<file path="src/rtl/core/tfpc_pkg.sv">
// ----------------------------------------------------------------------------
// tfpc_pkg
// Shared constants, types and the CRC-8 byte step of the thermal frame checker.
// ----------------------------------------------------------------------------
package tfpc_pkg;

    localparam int          MaxFrameBytesDef = 35;
    localparam int          FrameLen8px      = 19;
    localparam int          FrameLen16px     = 35;
    localparam int          WordIdxW         = 5;
    localparam logic [7:0]  CrcPoly          = 8'h07;
    localparam logic [7:0]  PrefixByte0      = 8'h14;
    localparam logic [7:0]  PrefixByte1      = 8'h4C;
    localparam logic [7:0]  PrefixByte2      = 8'h15;

    // One received byte with its start marker.
    typedef struct packed {
        logic [7:0] rx_byte;
        logic       frame_start;
    } t_item;

    // One result item.
    typedef struct packed {
        logic signed [15:0]    word_value;
        logic [WordIdxW-1:0]   word_index;
        logic                  is_check;
        logic                  pec_ok;
        logic                  frame_last;
    } t_result;

    // CRC-8, MSB first, one byte per call.
    function automatic logic [7:0] crc8_feed(input logic [7:0] crc, input logic [7:0] b);
        logic [7:0] v;
        v = crc ^ b;
        for (int k = 0; k < 8; k++) begin
            if (v[7]) begin
                v = {v[6:0], 1'b0} ^ CrcPoly;
            end else begin
                v = {v[6:0], 1'b0};
            end
        end
        return v;
    endfunction

    localparam logic [7:0] PrefixCrc =
        crc8_feed(crc8_feed(crc8_feed(8'h00, PrefixByte0), PrefixByte1), PrefixByte2);

endpackage

</file>
<file path="src/rtl/core/tfpc_frame_core.sv">
// ----------------------------------------------------------------------------
// tfpc_frame_core
// Frame state: byte count, low byte of the open pair and running CRC, plus the
// model select register. Builds at most one result from each consumed byte.
// ----------------------------------------------------------------------------
module tfpc_frame_core #(
    parameter int MAX_FRAME_BYTES = tfpc_pkg::MaxFrameBytesDef
) (
    input  logic              i_clk,
    input  logic              i_rst_n,
    input  logic              i_cfg_we,
    input  logic              i_cfg_wdata,
    input  logic              i_fire,
    input  tfpc_pkg::t_item   i_item,
    output logic              o_res_valid,
    output tfpc_pkg::t_result o_res
);
    import tfpc_pkg::*;

    localparam int CntW   = $clog2(MAX_FRAME_BYTES + 1);
    localparam int Len8   = (FrameLen8px  > MAX_FRAME_BYTES) ? MAX_FRAME_BYTES : FrameLen8px;
    localparam int Len16  = (FrameLen16px > MAX_FRAME_BYTES) ? MAX_FRAME_BYTES : FrameLen16px;
    localparam logic [CntW-1:0] Len8C  = CntW'(Len8);
    localparam logic [CntW-1:0] Len16C = CntW'(Len16);

    logic            r_model_sel;
    logic [CntW-1:0] r_cnt;
    logic [CntW-1:0] n_cnt;
    logic [7:0]      r_low;
    logic [7:0]      n_low;
    logic [7:0]      r_crc;
    logic [7:0]      n_crc;
    logic [CntW-1:0] len;
    logic [CntW-1:0] cnt_eff;
    logic [7:0]      crc_eff;

    always_comb begin
        len     = r_model_sel ? Len16C : Len8C;
        cnt_eff = i_item.frame_start ? '0 : r_cnt;
        crc_eff = i_item.frame_start ? PrefixCrc : r_crc;

        n_cnt = cnt_eff;
        n_low = r_low;
        n_crc = crc_eff;

        o_res_valid      = 1'b0;
        o_res.word_value = {r_low, r_low} & 16'h0000 | {i_item.rx_byte, r_low};
        o_res.word_index = WordIdxW'(cnt_eff >> 1);
        o_res.is_check   = 1'b0;
        o_res.pec_ok     = 1'b0;
        o_res.frame_last = 1'b0;

        if (cnt_eff < len) begin
            n_cnt = cnt_eff + 1'b1;
            if (cnt_eff == len - 1'b1) begin
                // Last byte of the frame carries the packet error code.
                o_res_valid      = 1'b1;
                o_res.word_value = {8'h00, i_item.rx_byte};
                o_res.word_index = WordIdxW'((len - 1'b1) >> 1);
                o_res.is_check   = 1'b1;
                o_res.pec_ok     = (crc_eff == i_item.rx_byte);
                o_res.frame_last = 1'b1;
            end else begin
                n_crc = crc8_feed(crc_eff, i_item.rx_byte);
                if (!cnt_eff[0]) begin
                    n_low = i_item.rx_byte;
                end else begin
                    o_res_valid = 1'b1;
                end
            end
        end
        o_res_valid = o_res_valid && i_fire;
    end

    always_ff @(posedge i_clk) begin
        if (!i_rst_n) begin
            r_model_sel <= 1'b1;
            r_cnt       <= '0;
            r_low       <= '0;
            r_crc       <= PrefixCrc;
        end else begin
            if (i_cfg_we) begin
                r_model_sel <= i_cfg_wdata;
            end
            if (i_fire) begin
                r_cnt <= n_cnt;
                r_low <= n_low;
                r_crc <= n_crc;
            end
        end
    end

endmodule

</file>
<file path="config.mk">
export PLATFORM = sky130hd
export DESIGN_NAME = tfpc_frame_core
export DESIGN_NICKNAME = d
export VERILOG_FILES = /design/src/rtl/core/tfpc_pkg.sv /design/src/rtl/core/tfpc_frame_core.sv
export SDC_FILE = /design/constraint.sdc
export NUM_CORES = 1
export LEC_CHECK = 0
export BUFFER_PORTS_ARGS = -buffer_cell sky130_fd_sc_hd__buf_2
export CAP_MARGIN = 30
export CORE_ASPECT_RATIO = 0.75
export CORE_MARGIN = 3
export CORE_UTILIZATION = 58
export DETAILED_ROUTE_END_ITERATION = 8
export GPL_TIMING_DRIVEN = 0
export PLACE_DENSITY = 0.95
export SYNTH_ARGS = -nofsm -noshare
export SYNTH_HDL_FRONTEND = slang
export SYNTH_SLANG_ARGS = --single-unit
</file>
<file path="constraint.sdc">
create_clock -name i_clk -period 6.95 [get_ports i_clk]
set_input_delay 0.695 -clock i_clk [delete_from_list [all_inputs] [get_ports i_clk]]
set_output_delay 0.695 -clock i_clk [all_outputs]
set_load 0.05 [all_outputs]
</file>
==> qor.tcl, run 1 <==
set qor(finalInstanceArea_mm2) 0.00196
set qor(drv_slew) 0
set qor(terminus_of_the_critical_flop_to_flop_path) {r_low[1]}
set qor(timing.hold.ws_ns) 0.480
set qor(start_util_pct) 62.8
set qor(cts-htree-levels) 1
set qor(syn_avg_cell_area_um2) 9.01
set qor(holdBufCountCts) 0
set qor(synth_cells) 187
set qor(required_time_of_the_worst_setup_path_ns) 6.25
set qor(rows) 16
set qor(route.vias.total) 1466
set qor(reg2reg_slack_ns) 4.35
set qor(drc_errors) 0
set qor(finalNonFillerCells) 263
set qor(synth.net_count) 207
set qor(startpoint) {i_item[0]}
set qor(pin_count_of_the_biggest_net_entering_global_routing) 14
set qor(clk_pin_slew_ns) 0.08
set qor(synth_sequential_area_ratio_pct) 27.3
set qor(area.growth.synth_to_final_pct) 16.1
set qor(ioPinCount) 39
set qor(holdPathStages) 2
set qor(io_buffers) 36
set qor(die_w_um) 68.2
set qor(fin_tns_setup_ns) 0
set qor(r2r.worst_path.cells) 6
set qor(finalHoldViolations) 0
set qor(rsz0062_at_grt) {no}
set qor(fin_worst_skew_ns) 0.00967
set qor(total_iterations_of_the_first_detailed_routing_run) 4
set qor(synthesis.yosys.warnings) 0
set qor(max-clock-path-buffers) 2
set qor(synth_async_sr_flop_share_pct) 0
set qor(nNetsFinal) 248
set qor(n_antenna_cell) 0
set qor(postCtsSetupBuffers) 0
set qor(mostFrequentLayoutCell) {buf_2}
set qor(cp_endpoint_kind) {primary output}
set qor(power_density_mw_per_mm2) 201
set qor(synth-seq-cells) 23
set qor(outcome) {finished clean}
set qor(grt_pass1_wl_um) 5950
set qor(synth_enable_flop_cells) 0
set qor(critical_path_fanout_max) 10
set qor(period_needed_ns) 4.52
set qor(report.final.setup_viol) 0
set qor(timing.final.crit_share_pct) 65.1
set qor(max-slew-margin-rel_pct) 51.6
set qor(cts_resized) 0
set qor(place.gp.congestion) 0.848
set qor(end_point_of_the_most_critical_hold_path) {r_cnt[0]}
set qor(start_kind) {primary input}
set qor(design.core.area_mm2) 0.00268
set qor(dieArea_mm2) 0.00359
set qor(grt_remaining_overflow) 0
set qor(antenna_found_initial) 0
set qor(max-vdd-ir-drop_mv) 0.124
set qor(hold_start) {r_cnt[0]}
set qor(crit_arrival_ns) 3.83
set qor(tritoncts) {yes}
set qor(clock-sinks) 23
set qor(netlist-cell-type-count) 40
set qor(drt_iter0_markers) 98
set qor(place_hpwl_um) 2870
set qor(drive_gt1_share_pct) 26.0
set qor(place_area_mm2) 0.00191
set qor(worst_hold_path_type) {flop to flop}
set qor(wl_um) 3800
set qor(drt-wirelength-per-cell_um) 14.5
set qor(drt.antenna.violating_nets) 0
set qor(yosys_most_used_dff) {dfxtp_1}
set qor(ctsRootBufferMaster) {clkbuf_8}
set qor(post_drt_via_cell_ratio) 5.57
set qor(achievable-frequency_mhz) 221
set qor(dp.cells) 259
set qor(rr_startpoint) {r_model_sel}
set qor(dieHeight_um) 52.7
set qor(most-common-layout-cells) {37 x buf_2, 25 x nor2_1, 23 x dfxtp_1}
set qor(transition_at_the_pin_with_the_smallest_max_transition_slack_ns) 0.726
set qor(numCtsBuffers) 3
set qor(critPathKind) {primary input to primary output}
set qor(max_cap_viol_count) 0
set qor(syn-cell-area_mm2) 0.00168
set qor(grt_pass1_vias) 1292
set qor(gr-usage-all-layers_pct) 22.8
set qor(static-leakage-power_nw) 0.950
set qor(clk-insertion-delay-late_ns) 0.27
worst max-delay path by stage:
| stage | endpoint | slack [ns] | cells after the start |
|---|---|---|---|
| after floorplan | o_res[1] | 2.50 | 9 |
| after global placement | o_res[1] | 2.57 | 11 |
| after detailed placement | o_res[1] | 2.45 | 11 |
| after CTS | o_res[1] | 2.47 | 11 |
| after global routing | o_res[1] | 2.28 | 11 |
| final | o_res[1] | 2.43 | 11 |
worst max-delay path: stages:
cell      delay, ns
buf_2          0.12
clkbuf_1       0.37
buf_1          0.45
nor2b_1        0.14
ha_1           0.39
and2_1         0.16
o221ai_2       0.16
or4b_4         0.56
clkbuf_1       0.22
nor3_1         0.24
buf_2          0.30
routing by layer:
layer / vias up / wire, µm / GRT usage [%]
met5: - / 0 / 0
li1: 717 / - / -
met2: 77 / 1710 / 34.9
met1: 670 / 1690 / 31.2
met3: 2 / 385 / 5.36
met4: 0 / 17 / 7.92
flip-flops by register name, summed over array words and instances (netlist names):
register     cells
r_low            8
r_crc            8
r_cnt            6
r_model_sel      1
per-stage QoR:
stage / setup slack, ns / util (%) / power, mW
after floorplan: 2.50 / - / 0.281
after global placement: 2.57 / 71.2 / 0.304
after detailed placement: 2.45 / 71.2 / 0.308
after CTS: 2.47 / 72.9 / 0.394
after global routing: 2.28 / 72.9 / 0.414
final: 2.43 / 72.9 / 0.393
cell usage after synthesis (2+ instances only):
cell	count	share of area, %
nor2_1	25	5.6
dfxtp_1	23	27
xnor2_1	14	7.3
and2_1	12	4.5
nand2_1	10	2.2
nor2b_1	9	3.3
mux2_4	8	7.1
mux2i_1	8	4.8
xor2_1	8	4.2
a21oi_1	7	2.1
clkbuf_1	6	1.3
ha_1	6	4.5
o21ai_0	6	1.8
inv_1	5	1.1
nand3_1	4	1.2
nand4_1	4	1.5
xnor3_1	4	5.3
a21boi_0	3	1.3
o21a_1	3	1.3
nand2b_1	2	0.74
power breakdown:
group	switching, mW	internal [mW]	total, mW
clock	0.0456	0.0401	0.0857
combinational	0.0754	0.0738	0.149
sequential	0.0117	0.146	0.158
area by class of cell:
class,instances,area (µm²)
buffer,11,55.1
clock buffer,3,41.3
clock inverter,1,5.00
fill,171,727
inverter,5,18.8
multi-input combinational,148,1150
sequential,23,460
tap,36,45.0
timing repair buffer,36,180
kinds of logic after synthesis:
logic type	after synthesis	synth area share (%)
adders and majority gates	6	4.46
xor gates and xnor gates	27	18.2
buffers and inverters	16	4.38
DFF	23	27.3
muxes	16	11.9
and+or+nand+nor	70	21.2
AOI/OAI and AO/OA	29	12.5
No activity file was read; power rests on OpenSTA's default activity.
==> run 2: changes to the inputs <==
- ABC_AREA: unset -> 1
- CORE_UTILIZATION: 58 -> 54
- PLACE_DENSITY: 0.95 -> 0.91
- clock period: 6.95 -> 4.24 ns (I/O delays scaled with it)
==> run 2 against run 1 <==
Effect of this change: die area grew 6.8%; clock skew is 0.0065 ns lower; power increased by 46%; clock power is 61% higher; sequential power increased by 53%; non-clock buffer count shrank 1; design area is 0.64% higher; highest routed layer unchanged.
==> qor.tcl, run 2 <==
set qor(synth-seq-cells) 23
set qor(transition_at_the_pin_with_the_smallest_max_transition_slack_ns) 0.471
set qor(netSwitchingFraction_pct) 37.5
set qor(power_density_mw_per_mm2) 291
set qor(cts-htree-levels) 1
set qor(tritoncts) {yes}
set qor(gr-usage-all-layers_pct) 24.2
set qor(worst_hold_path_type) {primary input to flop}
set qor(max-slew-margin-rel_pct) 68.6
set qor(synth_commonest_cells) {89 x nand2_1, 30 x nor2_1, 28 x inv_1}
set qor(biggestRegsByFlops) {r_crc (8), r_low (8), r_cnt (6)}
set qor(period_needed_ns) 3.00
set qor(drv_slew) 0
set qor(clk_pin_slew_ns) 0.08
set qor(grt_pass1_vias) 1698
set qor(synth.net_count) 298
set qor(dieHeight_um) 54.4
set qor(post-synth-top-count-cell) {nand2_1}
set qor(drt.antenna.violating_nets) 0
set qor(max-vdd-ir-drop_mv) 0.173
set qor(postCtsSetupBuffers) 0
set qor(nNetsFinal) 341
set qor(n_antenna_cell) 0
set qor(required_time_of_the_worst_setup_path_ns) 3.82
set qor(antenna_found_initial) 0
set qor(place_area_mm2) 0.00192
set qor(mostFrequentLayoutCell) {nand2_1}
set qor(power_switching_mw) 0.215
set qor(synth_enable_flop_cells) 0
set qor(die_w_um) 70.5
set qor(io_buffers) 38
set qor(fin_worst_skew_ns) 0.00312
set qor(postLayoutCoreUtil_pct) 70.7
set qor(drive_gt1_share_pct) 19.1
set qor(clock-sinks) 23
set qor(rsz0062_at_grt) {no}
set qor(place_hpwl_um) 3310
set qor(timing.critical_path.to) {o_res[8]}
set qor(reg2reg_slack_ns) 2.31
set qor(pin_count_of_the_biggest_net_entering_global_routing) 14
set qor(syn-cell-area_mm2) 0.00169
set qor(grt_pass1_wl_um) 7410
set qor(place.gp.congestion) 0.875
set qor(wl_um) 4280
set qor(clock_power_share_pct) 24.1
set qor(timing.final.crit_share_pct) 70.9
set qor(syn_avg_cell_area_um2) 6.07
set qor(synthesis.yosys.warnings) 0
set qor(start_util_pct) 60.6
set qor(netlist.top_cell.by_area) {dfxtp_1}
set qor(drt_iter0_markers) 169
set qor(netlist_top_cells_area) {dfxtp_1 27%, nand2_1 20%, a21oi_1 8.0%}
set qor(r2r.worst_path.cells) 10
set qor(filler_cell_count) 244
set qor(area.growth.synth_to_final_pct) 16.7
set qor(startpoint) {i_item[0]}
set qor(setup_ws_ns) 1.24
set qor(critPathKind) {primary input to primary output}
set qor(finalInstanceArea_mm2) 0.00197
set qor(fin_tns_setup_ns) 0
set qor(cts_resized) 0
set qor(route.vias.total) 1889
set qor(post-synth-top-area-fraction_pct) 27.3
set qor(cp_endpoint_kind) {primary output}
set qor(post_drt_via_cell_ratio) 5.31
set qor(total_iterations_of_the_first_detailed_routing_run) 5
set qor(design.core.area_mm2) 0.00278
set qor(synth_async_sr_flop_share_pct) 0
set qor(finalHoldViolations) 0
set qor(drc_errors) 0
set qor(achievable-frequency_mhz) 333
set qor(fin_total_pwr_mw) 0.573
set qor(critical_path_fanout_max) 10
set qor(dieArea_mm2) 0.00384
set qor(rr_startpoint) {r_model_sel}
set qor(drt-wirelength-per-cell_um) 12.0
set qor(max_cap_viol_count) 0
set qor(rows) 16
set qor(netlist-cell-type-count) 24
set qor(synth_cells) 278
set qor(grt_remaining_overflow) 0
set qor(pre_cts_slack_ns) 1.27
set qor(seq_power_share_pct) 42.3
set qor(most-common-layout-cells) {89 x nand2_1, 40 x buf_2, 30 x nor2_1}
set qor(clk-insertion-delay-late_ns) 0.27
set qor(ioPinCount) 39
set qor(numCtsBuffers) 3
set qor(start_kind) {primary input}
set qor(outcome) {finished clean}
set qor(power_report.internal_total_mw) 0.358
set qor(crit_arrival_ns) 2.58
set qor(holdBufCountCts) 0
set qor(synth_sequential_area_ratio_pct) 27.3
set qor(power.combinational.fraction_pct) 33.7
set qor(ctsRootBufferMaster) {clkbuf_8}
set qor(report.final.setup_viol) 0
set qor(yosys_most_used_dff) {dfxtp_1}
set qor(static-leakage-power_nw) 1.04
set qor(max-clock-path-buffers) 2
set qor(terminus_of_the_critical_flop_to_flop_path) {r_crc[6]}
==> run 2: cells by family after synthesis <==
group / Yosys count / share of synthesized area, %
adder cells (fa/ha/maj): 6 / 4.45
buffers and inverters: 42 / 10.4
XOR/XNOR: 9 / 4.67
AO/OA/AOI/OAI: 58 / 19.1
flip-flops: 23 / 27.3
AND/OR/NAND/NOR: 140 / 34.1
==> run 2: critical path, cell delays in order <==
cell and delay [ns]:
buf_2 0.12, buf_2 0.24, nor2_1 0.10, ha_1 0.29
a21boi_2 0.26, nand3_1 0.18, inv_1 0.12, nand2_1 0.07
clkbuf_1 0.23, o21ai_0 0.25, buf_2 0.30
==> run 2: worst min path at each step <==
stage | endpoint | start | cells past startpoint
2_1_floorplan | r_crc[2] | r_crc[2] | 2
3_3_place_gp | r_crc[4] | r_crc[4] | 2
3_5_place_dp | r_crc[0] | r_crc[0] | 2
4_1_cts | r_model_sel | i_cfg_we | 2
5_1_grt | r_model_sel | i_cfg_we | 2
6_report | r_model_sel | i_cfg_we | 2
==> run 2: stage by stage <==
| step | hold WS, ns | cells |
|---|---|---|
| finish | 0.340 | 356 |
| global route | 0.360 | 356 |
| CTS | 0.339 | 356 |
| detailed placement | 0.454 | 352 |
| global placement | 0.453 | 352 |
| floorplan | 0.441 | 278 |
==> run 2: per-layer routing <==
metal	part of all wire (%)	routed length [µm]	up-vias	track usage, %
li1	-	-	969	-
met1	46	1980	823	33.4
met2	43	1850	90	38.8
met3	9.7	413	7	5.32
met4	0.63	27	0	5.94
met5	0	0	-	0
==> run 2: cell type report <==
type,instances,area (µm²),share of cell area [%]
buffer,8,47.5,2.42
clock buffer,3,41.3,2.10
clock inverter,1,5.00,0.254
inverter,34,128,6.48
multi-input combinational,213,1050,53.4
sequential,23,460,23.4
tap,36,45.0,2.29
timing repair buffer,38,190,9.66
==> run 2: power by group through the flow <==
stage                     registers [mW]  logic (mW)  clock network (mW)
final                              0.242       0.193               0.138
after global routing               0.244       0.216               0.150
after CTS                          0.242       0.192               0.142
after detailed placement           0.247       0.190                   0
after global placement             0.247       0.185                   0
after floorplan                    0.245       0.148                   0
